==> src/hw/rtl/mesf_pkg.sv <==
`default_nettype none

package mesf_pkg;

  // window geometry
  localparam int WINDOW   = 5;
  localparam int NumCh    = 2;
  localparam int SlotW    = (WINDOW > 1) ? $clog2(WINDOW) : 1;
  localparam int WinDepth = NumCh * WINDOW;
  localparam int WinAddrW = $clog2(WinDepth);
  localparam int MedIdx   = WINDOW / 2;

  // field widths and fixed-point formats
  localparam int CodeW  = 12;
  localparam int AlphaW = 17;
  localparam int FracW  = 16;
  localparam int AvgW   = CodeW + FracW;

  // configuration port
  localparam int CfgAddrW = 3;
  localparam int CfgDataW = 32;

  localparam logic [AlphaW-1:0] AlphaOne   = AlphaW'(1 << FracW);
  localparam logic [AlphaW-1:0] AlphaReset = AlphaW'(6554);
  localparam logic [AvgW-1:0]   AvgMax     = AvgW'(((1 << CodeW) - 1) << FracW);
  localparam logic [SlotW-1:0]  LastIdx    = SlotW'(WINDOW - 1);

  // item kinds
  localparam logic KIND_SAMPLE  = 1'b0;
  localparam logic KIND_RESTART = 1'b1;

  // register index, taken from paddr[2]
  localparam logic REG_EMA_ALPHA = 1'b0;

  typedef enum logic [2:0] {
    S_IDLE,
    S_READ,
    S_DRAIN,
    S_MUL,
    S_COMMIT
  } state_t;

  typedef struct packed {
    logic                wr_en;
    logic [WinAddrW-1:0] wr_addr;
    logic [CodeW-1:0]    wr_data;
    logic                rd_en;
    logic [WinAddrW-1:0] rd_addr;
  } win_ctl_t;

  typedef struct packed {
    logic clr;
    logic ins;
  } sort_ctl_t;

  typedef struct packed {
    logic rd_en;
    logic clear;
    logic mul_en;
    logic wr_en;
    logic ch;
  } ema_ctl_t;

  // each channel owns WINDOW consecutive entries of the window memory
  function automatic logic [WinAddrW-1:0] win_addr(input logic ch,
                                                   input logic [SlotW-1:0] slot);
    win_addr = (ch ? WinAddrW'(WINDOW) : '0) + WinAddrW'(slot);
  endfunction

endpackage

`default_nettype wire

==> src/hw/rtl/mesf_if.sv <==
`default_nettype none

// sample channel
interface mesf_in_if;
  logic                       valid;
  logic                       ready;
  logic                       kind;
  logic                       channel;
  logic [mesf_pkg::CodeW-1:0] sample_code;

  modport source (output valid, kind, channel, sample_code, input ready);
  modport sink   (input valid, kind, channel, sample_code, output ready);
endinterface

// filtered result channel
interface mesf_out_if;
  logic                       valid;
  logic                       ready;
  logic                       out_channel;
  logic [mesf_pkg::CodeW-1:0] median_code;
  logic [mesf_pkg::AvgW-1:0]  filtered_value;

  modport source (output valid, out_channel, median_code, filtered_value, input ready);
  modport sink   (input valid, out_channel, median_code, filtered_value, output ready);
endinterface

`default_nettype wire

==> src/hw/rtl/mesf_window.sv <==
`default_nettype none

module mesf_window (
  input  wire logic                       clk,
  input  wire logic                       rst_n,
  input  wire mesf_pkg::win_ctl_t         ctl,
  output logic                            rd_vld,
  output logic [mesf_pkg::CodeW-1:0]      rd_code
);
  import mesf_pkg::*;

  logic [CodeW-1:0]    win_mem [WinDepth];
  logic [WinDepth-1:0] written_r;
  logic [CodeW-1:0]    rdata_r;
  logic                rwritten_r;
  logic                rvld_r;

  // window memory, one write and one registered read per cycle
  always_ff @(posedge clk) begin
    if (ctl.wr_en) begin
      win_mem[ctl.wr_addr] <= ctl.wr_data;
    end
    if (ctl.rd_en) begin
      rdata_r <= win_mem[ctl.rd_addr];
    end
  end

  // written flags stand in for the zero fill after reset
  always_ff @(posedge clk) begin
    if (!rst_n) begin
      written_r  <= '0;
      rwritten_r <= 1'b0;
      rvld_r     <= 1'b0;
    end else begin
      if (ctl.wr_en) begin
        written_r[ctl.wr_addr] <= 1'b1;
      end
      if (ctl.rd_en) begin
        rwritten_r <= written_r[ctl.rd_addr];
      end
      rvld_r <= ctl.rd_en;
    end
  end

  assign rd_vld  = rvld_r;
  assign rd_code = rwritten_r ? rdata_r : '0;

endmodule

`default_nettype wire

==> src/hw/rtl/mesf_sorter.sv <==
`default_nettype none

module mesf_sorter (
  input  wire logic                       clk,
  input  wire mesf_pkg::sort_ctl_t        ctl,
  input  wire logic [mesf_pkg::CodeW-1:0] code,
  output logic [mesf_pkg::CodeW-1:0]      median
);
  import mesf_pkg::*;

  logic [CodeW-1:0] srt_r   [WINDOW];
  logic [CodeW-1:0] srt_nxt [WINDOW];

  // insertion sort, one code per cycle; empty slots hold the largest code
  always_comb begin
    for (int i = 0; i < WINDOW; i++) begin
      if (ctl.clr) begin
        srt_nxt[i] = '1;
      end else if (ctl.ins) begin
        if (srt_r[i] <= code) begin
          srt_nxt[i] = srt_r[i];
        end else if (i == 0) begin
          srt_nxt[i] = code;
        end else if (srt_r[(i == 0) ? 0 : i - 1] <= code) begin
          srt_nxt[i] = code;
        end else begin
          srt_nxt[i] = srt_r[(i == 0) ? 0 : i - 1];
        end
      end else begin
        srt_nxt[i] = srt_r[i];
      end
    end
  end

  always_ff @(posedge clk) begin
    for (int i = 0; i < WINDOW; i++) begin
      srt_r[i] <= srt_nxt[i];
    end
  end

  assign median = srt_r[MedIdx];

endmodule

`default_nettype wire

==> src/hw/rtl/mesf_ema.sv <==
`default_nettype none

module mesf_ema (
  input  wire logic                        clk,
  input  wire logic                        rst_n,
  input  wire mesf_pkg::ema_ctl_t          ctl,
  input  wire logic [mesf_pkg::AlphaW-1:0] alpha,
  input  wire logic [mesf_pkg::CodeW-1:0]  median,
  output logic [mesf_pkg::AvgW-1:0]        avg_new
);
  import mesf_pkg::*;

  localparam int NewW = AlphaW + CodeW;
  localparam int OldW = AlphaW + AvgW;

  logic [AvgW-1:0]   avg_mem [NumCh];
  logic [NumCh-1:0]  loaded_r;
  logic [AvgW-1:0]   avg_rd_r;
  logic              ld_r;
  logic [NewW-1:0]   p_new_r;
  logic [OldW-1:0]   p_old_r;
  logic [AlphaW-1:0] alpha_eff;
  logic [AlphaW-1:0] alpha_inv;
  logic [OldW-1:0]   old_rnd;
  logic [NewW:0]     blend;

  // alpha above one counts as one
  assign alpha_eff = (alpha > AlphaOne) ? AlphaOne : alpha;
  assign alpha_inv = AlphaOne - alpha_eff;

  // average memory, read when a sample enters, written at commit
  always_ff @(posedge clk) begin
    if (ctl.wr_en) begin
      avg_mem[ctl.ch] <= avg_new;
    end
    if (ctl.rd_en) begin
      avg_rd_r <= avg_mem[ctl.ch];
    end
  end

  always_ff @(posedge clk) begin
    if (!rst_n) begin
      loaded_r <= '0;
      ld_r     <= 1'b0;
    end else begin
      if (ctl.clear) begin
        loaded_r <= '0;
      end else if (ctl.wr_en) begin
        loaded_r[ctl.ch] <= 1'b1;
      end
      if (ctl.rd_en) begin
        ld_r <= loaded_r[ctl.ch];
      end
    end
  end

  // weighted products; the new median term has no fraction bits
  always_ff @(posedge clk) begin
    if (ctl.mul_en) begin
      p_new_r <= NewW'(alpha_eff) * NewW'(median);
      p_old_r <= OldW'(alpha_inv) * OldW'(avg_rd_r);
    end
  end

  // round half up on the old term, then add
  assign old_rnd = p_old_r + OldW'(1 << (FracW - 1));
  assign blend   = (NewW + 1)'(p_new_r) + (NewW + 1)'(old_rnd[OldW-1:FracW]);
  assign avg_new = ld_r ? AvgW'(blend) : AvgW'({median, {FracW{1'b0}}});

endmodule

`default_nettype wire

==> src/hw/rtl/median_ema_sample_filter_core.sv <==
`default_nettype none

// Two-channel sample filter: running upper median over a ring window per
// channel, followed by a per-channel exponential moving average.
// in_if carries transactions of kind, channel and a 12-bit sample code. A
// sample transaction writes the code into its channel's window and yields one
// out_if transaction with the channel, the window median and the Q12.16
// average. A restart transaction empties both averages and yields nothing.
// The APB port holds ema_alpha (Q1.16, values above 1.0 act as 1.0) at
// byte address 0; pready is always high.
// A sample walks the window memory one entry per cycle into the insertion
// sorter (S_READ), lets the last read land (S_DRAIN), forms the weighted
// products (S_MUL), then adds them into the output register (S_COMMIT).
// One sample is worked on at a time, so a new transaction is accepted only
// in S_IDLE; a restart is taken in S_IDLE and leaves the block idle.
// A finished result sits in the output register; if the receiver stalls, the
// next sample is still accepted and worked on, and waits in its last step
// until the output register frees.
// Synchronous reset empties windows and averages, clears write slots and
// loads ema_alpha with 6554.
module median_ema_sample_filter_core (
  input  wire logic                          clk,
  input  wire logic                          rst_n,
  mesf_in_if.sink                            in_if,
  mesf_out_if.source                         out_if,
  input  wire logic                          psel,
  input  wire logic                          penable,
  input  wire logic                          pwrite,
  input  wire logic [mesf_pkg::CfgAddrW-1:0] paddr,
  input  wire logic [mesf_pkg::CfgDataW-1:0] pwdata,
  output logic [mesf_pkg::CfgDataW-1:0]      prdata,
  output logic                               pready
);
  import mesf_pkg::*;

  state_t           state_r, state_nxt;
  logic [SlotW-1:0] rd_idx_r, rd_idx_nxt;
  logic [SlotW-1:0] slot_r [NumCh];
  logic             ch_r;
  logic [AlphaW-1:0] alpha_r;

  logic             out_vld_r;
  logic             out_ch_r;
  logic [CodeW-1:0] out_med_r;
  logic [AvgW-1:0]  out_filt_r;

  logic             accept;
  logic             sample_acc;
  logic             restart_acc;
  logic             commit;
  logic             cfg_wr;

  win_ctl_t         win_ctl;
  sort_ctl_t        sort_ctl;
  ema_ctl_t         ema_ctl;
  logic             win_rd_vld;
  logic [CodeW-1:0] win_rd_code;
  logic [CodeW-1:0] median;
  logic [AvgW-1:0]  avg_new;

  // input handshake
  assign in_if.ready = (state_r == S_IDLE);
  assign accept      = in_if.valid && in_if.ready;
  assign sample_acc  = accept && (in_if.kind == KIND_SAMPLE);
  assign restart_acc = accept && (in_if.kind == KIND_RESTART);
  assign commit      = (state_r == S_COMMIT) && (!out_vld_r || out_if.ready);

  // sequencer: next state
  always_comb begin
    state_nxt  = state_r;
    rd_idx_nxt = rd_idx_r;
    unique case (state_r)
      S_IDLE: begin
        if (sample_acc) begin
          state_nxt  = S_READ;
          rd_idx_nxt = '0;
        end
      end
      S_READ: begin
        if (rd_idx_r == LastIdx) begin
          state_nxt = S_DRAIN;
        end else begin
          rd_idx_nxt = rd_idx_r + 1'b1;
        end
      end
      S_DRAIN:  state_nxt = S_MUL;
      S_MUL:    state_nxt = S_COMMIT;
      S_COMMIT: begin
        if (commit) begin
          state_nxt = S_IDLE;
        end
      end
      default:  state_nxt = S_IDLE;
    endcase
  end

  always_ff @(posedge clk) begin
    if (!rst_n) begin
      state_r  <= S_IDLE;
      rd_idx_r <= '0;
    end else begin
      state_r  <= state_nxt;
      rd_idx_r <= rd_idx_nxt;
    end
  end

  // per-channel write slots
  always_ff @(posedge clk) begin
    if (!rst_n) begin
      for (int c = 0; c < NumCh; c++) begin
        slot_r[c] <= '0;
      end
      ch_r <= 1'b0;
    end else if (sample_acc) begin
      ch_r <= in_if.channel;
      slot_r[in_if.channel] <= (slot_r[in_if.channel] == LastIdx) ? '0 :
                               slot_r[in_if.channel] + 1'b1;
    end
  end

  // window memory control
  always_comb begin
    win_ctl.wr_en   = sample_acc;
    win_ctl.wr_addr = win_addr(in_if.channel, slot_r[in_if.channel]);
    win_ctl.wr_data = in_if.sample_code;
    win_ctl.rd_en   = (state_r == S_READ);
    win_ctl.rd_addr = win_addr(ch_r, rd_idx_r);
  end

  assign sort_ctl.clr = sample_acc;
  assign sort_ctl.ins = win_rd_vld;

  // average control
  always_comb begin
    ema_ctl.rd_en  = sample_acc;
    ema_ctl.clear  = restart_acc;
    ema_ctl.mul_en = (state_r == S_MUL);
    ema_ctl.wr_en  = commit;
    ema_ctl.ch     = (state_r == S_IDLE) ? in_if.channel : ch_r;
  end

  mesf_window u_window (
    .clk     (clk),
    .rst_n   (rst_n),
    .ctl     (win_ctl),
    .rd_vld  (win_rd_vld),
    .rd_code (win_rd_code)
  );

  mesf_sorter u_sorter (
    .clk    (clk),
    .ctl    (sort_ctl),
    .code   (win_rd_code),
    .median (median)
  );

  mesf_ema u_ema (
    .clk     (clk),
    .rst_n   (rst_n),
    .ctl     (ema_ctl),
    .alpha   (alpha_r),
    .median  (median),
    .avg_new (avg_new)
  );

  // output register
  always_ff @(posedge clk) begin
    if (!rst_n) begin
      out_vld_r <= 1'b0;
    end else if (commit) begin
      out_vld_r <= 1'b1;
    end else if (out_if.ready) begin
      out_vld_r <= 1'b0;
    end
  end

  always_ff @(posedge clk) begin
    if (commit) begin
      out_ch_r   <= ch_r;
      out_med_r  <= median;
      out_filt_r <= avg_new;
    end
  end

  assign out_if.valid          = out_vld_r;
  assign out_if.out_channel    = out_ch_r;
  assign out_if.median_code    = out_med_r;
  assign out_if.filtered_value = out_filt_r;

  // configuration register
  assign cfg_wr = psel && penable && pwrite;

  always_ff @(posedge clk) begin
    if (!rst_n) begin
      alpha_r <= AlphaReset;
    end else if (cfg_wr && (paddr[2] == REG_EMA_ALPHA)) begin
      alpha_r <= pwdata[AlphaW-1:0];
    end
  end

  assign prdata = (paddr[2] == REG_EMA_ALPHA) ? CfgDataW'(alpha_r) : '0;
  assign pready = 1'b1;

  // checks
  a_rd_idx_range: assert property (@(posedge clk) disable iff (!rst_n)
    (state_r == S_READ) |-> (rd_idx_r <= LastIdx))
    else $error("window read index past end of window");

  a_slot_range: assert property (@(posedge clk) disable iff (!rst_n)
    (slot_r[0] <= LastIdx) && (slot_r[1] <= LastIdx))
    else $error("write slot past end of window");

  a_sample_starts_walk: assert property (@(posedge clk) disable iff (!rst_n)
    sample_acc |=> (state_r == S_READ) && (rd_idx_r == '0))
    else $error("accepted sample did not start the window walk");

  a_filt_bound: assert property (@(posedge clk) disable iff (!rst_n)
    out_vld_r |-> (out_filt_r <= AvgMax))
    else $error("filtered value above largest code");

endmodule

`default_nettype wire

==> src/flat_wrapper.sv <==
// flat-port wrapper written by rule: the top's interface ports become plain ports
module median_ema_sample_filter_core_flat import mesf_pkg::*;
  (clk, rst_n, psel, penable, pwrite, paddr, pwdata, prdata, pready, in_if_valid, in_if_kind, in_if_channel, in_if_sample_code, in_if_ready, out_if_valid, out_if_out_channel, out_if_median_code, out_if_filtered_value, out_if_ready);
  mesf_in_if in_if_i ();
  mesf_out_if out_if_i ();
  input  wire logic clk;
  input  wire logic rst_n;
  input  wire logic psel;
  input  wire logic penable;
  input  wire logic pwrite;
  input  wire logic [mesf_pkg::CfgAddrW-1:0] paddr;
  input  wire logic [mesf_pkg::CfgDataW-1:0] pwdata;
  output logic [mesf_pkg::CfgDataW-1:0] prdata;
  output logic pready;
  input wire logic [$bits(in_if_i.valid)-1:0] in_if_valid;
  input wire logic [$bits(in_if_i.kind)-1:0] in_if_kind;
  input wire logic [$bits(in_if_i.channel)-1:0] in_if_channel;
  input wire logic [$bits(in_if_i.sample_code)-1:0] in_if_sample_code;
  output wire logic [$bits(in_if_i.ready)-1:0] in_if_ready;
  output wire logic [$bits(out_if_i.valid)-1:0] out_if_valid;
  output wire logic [$bits(out_if_i.out_channel)-1:0] out_if_out_channel;
  output wire logic [$bits(out_if_i.median_code)-1:0] out_if_median_code;
  output wire logic [$bits(out_if_i.filtered_value)-1:0] out_if_filtered_value;
  input wire logic [$bits(out_if_i.ready)-1:0] out_if_ready;
  assign in_if_i.valid = in_if_valid;
  assign in_if_i.kind = in_if_kind;
  assign in_if_i.channel = in_if_channel;
  assign in_if_i.sample_code = in_if_sample_code;
  assign in_if_ready = in_if_i.ready;
  assign out_if_valid = out_if_i.valid;
  assign out_if_out_channel = out_if_i.out_channel;
  assign out_if_median_code = out_if_i.median_code;
  assign out_if_filtered_value = out_if_i.filtered_value;
  assign out_if_i.ready = out_if_ready;
  median_ema_sample_filter_core u_core (.clk(clk), .rst_n(rst_n), .in_if(in_if_i), .out_if(out_if_i), .psel(psel), .penable(penable), .pwrite(pwrite), .paddr(paddr), .pwdata(pwdata), .prdata(prdata), .pready(pready));
endmodule
==> config.mk <==
export PLATFORM = sky130hd
export DESIGN_NAME = median_ema_sample_filter_core_flat
export DESIGN_NICKNAME = d
export VERILOG_FILES = /design/src/hw/rtl/mesf_pkg.sv /design/src/hw/rtl/mesf_if.sv /design/src/hw/rtl/mesf_window.sv /design/src/hw/rtl/mesf_sorter.sv /design/src/hw/rtl/mesf_ema.sv /design/src/hw/rtl/median_ema_sample_filter_core.sv /design/src/flat_wrapper.sv
export SDC_FILE = /design/constraint.sdc
export NUM_CORES = 2
export LEC_CHECK = 0
export BUFFER_PORTS_ARGS = -buffer_cell sky130_fd_sc_hd__buf_4
export CAP_MARGIN = 0
export CELL_PAD_IN_SITES_DETAIL_PLACEMENT = 0
export CELL_PAD_IN_SITES_GLOBAL_PLACEMENT = 1
export CORE_ASPECT_RATIO = 0.5
export CORE_UTILIZATION = 48
export CTS_BUF_LIST = sky130_fd_sc_hd__clkbuf_8
export CTS_CLUSTER_DIAMETER = 50
export CTS_CLUSTER_SIZE = 30
export DETAILED_ROUTE_END_ITERATION = 7
export PLACE_DENSITY_LB_ADDON = 0.3
export SETUP_SLACK_MARGIN = 0.05
export SYNTH_ARGS = -nofsm -noshare
export SYNTH_HDL_FRONTEND = slang
export SYNTH_SLANG_ARGS = --single-unit
==> constraint.sdc <==
create_clock -name clk -period 14.9 [get_ports clk]
set_input_delay 2.235 -clock clk [delete_from_list [all_inputs] [get_ports clk]]
set_output_delay 2.235 -clock clk [all_outputs]
set_load 0.01 [all_outputs]
==> impl_results.md <==
- Seq/Total Area, Yosys: between 20% and 30%
- Worst Path Required: around 15 ns
- Post-CTS Resized: 0
- Starting density of the core: roughly 50%
- Library cells used by synthesis: 74
- Worst VDD drop: roughly 340 uV
- Hold Path Class: flip-flop to flip-flop
- GP Congestion: ~0.85
- Skew-Pair Late Insertion Delay: 0.65 ns
- CTS tree: yes
- First DRT Iteration DRCs: roughly 1400
- Max Used Layer: met4
- Post-DP Area: 40420 sq um
- Slew @ Worst Pin: around 1.2 ns
- Most common cell after layout, fill and taps aside: inv_1
- Grt ovf: 0
- Crit Path Category: flip-flop to flip-flop
- Post-CTS Setup Inserts: 0
- Post-Place Setup Slack: just under 5 ns
- IO Port Bufs: just under 100
- Via Count: 25930
- Die width: 402.4 microns
- Ys Warns: 0
- Top_reg_cell synth: edfxtp_1
- DPL Wire Length: 66250 microns
- DR WL/cell: about 19 microns
- Synth Cell Area: 38480 sq um
- Routed Antenna Nets: 0
- Rows: 72
- # diodes: 0
- Final hold violations: 0
- Max Root-Sink Buffers: 3
- Final min period: slightly above 10 ns
- Sink Count: roughly 400
- Main area contributors after synthesis: fa_1 (28%), edfxtp_1 (25%), ha_1 (8.1%), inv_1 (6.8%), nand2_1 (6.3%)
- # DRC: 0
- Root buffer cell: clkbuf_8
- Die area: 81370 sq um
- Core area: 78290 sq um
- Crit path DAT: approximately 11 ns
- First-pass GRT wire length: 148600 microns
- TNS Setup: 0 ns
- Die height: between 200 and 250 microns
- Clk pin slew, worst setup/hold paths: between 0.1 and 0.15 ns
- Most frequent cells in the layout: inv_1 (696), nand2_1 (641), fa_1 (536), edfxtp_1 (320), ha_1 (249)
- Pwr dens: approximately 240 nW/um^2
- Router iterations before antenna repair: 5
- CTS Hold Bufs: 0
- Metal2 WL: ~44000 microns
- Area growth, synth to finish: 7.564%
- Worst setup margin: around 4.7 ns
- CP startpoint kind: flip-flop
- Ports: ~130
- Status: complete, no violations
- M1 wire length: approximately 40000 microns
- Cell accounting for the most synthesized area: fa_1
- Final core utilization: between 50 and 60%
- Met3 Routed Length: around 4600 microns
- Filler Cell Count: ~7000
- Worst Skew: roughly 0.080 ns
- Leakage: roughly 19 nW
- Synth top area share: 27.89%
- Post-synth EDFFs: between 300 and 400
- Worst Path Max Fanout: 28
- Period utilization: between 60% and 70%
- Synth Instances: roughly 3800
- H-tree levels: 2
- Async set or reset register ratio after synthesis: 0%
- Slew margin rel.: between 10% and 20%
- RSZ-0062 raised after global routing: false
- Final #Nets: 4657
- Fin area: roughly 41000 sq um
- Max Cap Viol: 0
- Final setup violation count: 0
- Largest net degree at the start of global routing: 59
- Synthesized flop and latch total: around 400
- Tot GR Track Use: approximately 23%
- Share of layout cells above drive strength 1: under 10%
- Syn avg cell area: just over 10 sq um
- CP endpoint kind: flip-flop
- Routed WL: 90520 microns
- Vias in the first global route: around 27000
- Initial antenna violation count: 2
- Fmax: 98.25 MHz
- CTS buffer count: 37
- Number of vias per cell: roughly 5.3
- Slew Viols, Final: 0
-- worst max-delay path, cell delays in order, from the launching register on --
cell,delay [ns]
dfxtp_1,0.43
or4_4,0.60
nor3_4,0.29
nand3_1,0.16
o21ai_2,0.28
and2_1,0.57
nor2_1,0.11
nand2_1,0.17
xor2_4,0.88
nand2_1,0.16
fa_1,0.52
inv_1,0.05
fa_1,0.52
inv_1,0.05
fa_1,0.48
fa_1,0.55
inv_1,0.06
fa_1,0.49
fa_1,0.43
ha_1,0.32
and3_1,0.21
a221oi_2,0.53
a311oi_1,0.24
o41ai_2,0.64
a311oi_1,0.33
o41a_1,0.52
a21oi_2,0.19
xnor2_1,0.07
-- through the flow --
stage          hold WS (ns)  cells  total power, mW
2_1_floorplan        0.4323   3802            7.365
3_3_place_gp         0.4399   4812            8.960
3_5_place_dp         0.4482   4812            8.994
4_1_cts              0.4753   4878            9.932
5_1_grt              0.5023   4878            11.00
6_report             0.4732   4878            9.833
-- where the power goes --
part | internal [mW] | total (mW) | switching [mW]
clock | 0.327 | 0.807 | 0.479
sequential | 1.65 | 1.71 | 0.0557
combinational | 3.14 | 7.32 | 4.18
total | 5.12 | 9.83 | 4.71
-- worst paths after layout --
check | from | cells past startpoint | slack (ns) | endpoint
setup / recovery | u_core.alpha_r[3]$_SDFFE_PN1P_ | 27 | 4.72 | u_core.u_ema.p_old_r[42]$_DFFE_PP_
hold / removal | u_core.u_window.written_r[0]$_SDFFE_PN0P_ | 1 | 0.47 | u_core.u_window.written_r[0]$_SDFFE_PN0P_
setup reg to reg | u_core.alpha_r[3]$_SDFFE_PN1P_ | 27 | 4.72 | u_core.u_ema.p_old_r[42]$_DFFE_PP_
hold reg to reg | u_core.u_window.written_r[0]$_SDFFE_PN0P_ | 1 | 0.47 | u_core.u_window.written_r[0]$_SDFFE_PN0P_
-- layer usage --
metal	vias to the layer above	track usage, %
met5	-	0
met4	0	5.139
met3	121	2.627
met2	598	40.14
met1	13230	31.34
li1	11980	-
-- Yosys cell counts, drive strengths merged (10+ instances only) --
cell type  instances
nor3              34
nand2b            16
o21a              20
nor2b             65
ha               250
dfxtp             76
clkbuf           142
mux2i             44
mux4              25
and2             204
fa               536
o21ai             51
nand2            641
o211ai            30
a21o              33
nand4             24
and3              25
edfxtp           320
a211oi            29
buf               43
inv              697
mux2              39
nand3             36
a21oi             91
a21boi            12
a31oi             10
xnor2             86
nor2              98
xor2              34
-- flip-flops by register name, summed over array words and instances (netlist names) --
name                          flops
u_core.u_sorter.srt_r            36
u_core.out_if.median_code        12
u_core.u_ema.avg_mem             56
u_core.u_window.rdata_r          12
u_core.u_ema.p_new_r             28
u_core.u_window.win_mem         120
u_core.u_ema.p_old_r             29
u_core.u_window.rwritten_r        1
u_core.slot_r                     6
u_core.alpha_r                   17
u_core.u_ema.avg_rd_r            28
u_core.rd_idx_r                   3
u_core.out_if.valid               1
u_core.u_window.rd_vld            1
u_core.out_if.out_channel         1
u_core.u_ema.loaded_r             2
u_core.state_r                    3
u_core.out_if.filtered_value     28
u_core.u_ema.ld_r                 1
u_core.ch_r                       1
u_core.u_window.written_r        10
-- cells by family (layout without fill, tap and decap cells) --
kind of cell,Yosys count,after routing,synth area share (%)
and+or+nand+nor,1175,1175,14.21
buffers and inverters,883,923,8.832
adders and majority gates,786,786,36.02
DFF,396,396,28.93
AOI/OAI and AO/OA,318,318,5.473
xor gates and xnor gates,120,120,2.771
muxes,108,108,3.749
other,2,16,0.01952
-- cell type report --
cell class / count / area, sq um / share of cell area [%]
multi-input combinational: 2523 / 24180 / 58.42
sequential: 396 / 11130 / 26.90
inverter: 698 / 2620 / 6.330
tap: 1036 / 1296 / 3.132
timing repair buffer: 159 / 1194 / 2.884
clock buffer: 38 / 523.0 / 1.264
clock inverter: 28 / 442.9 / 1.070
Note: power is estimated with default switching activity, not from simulation.
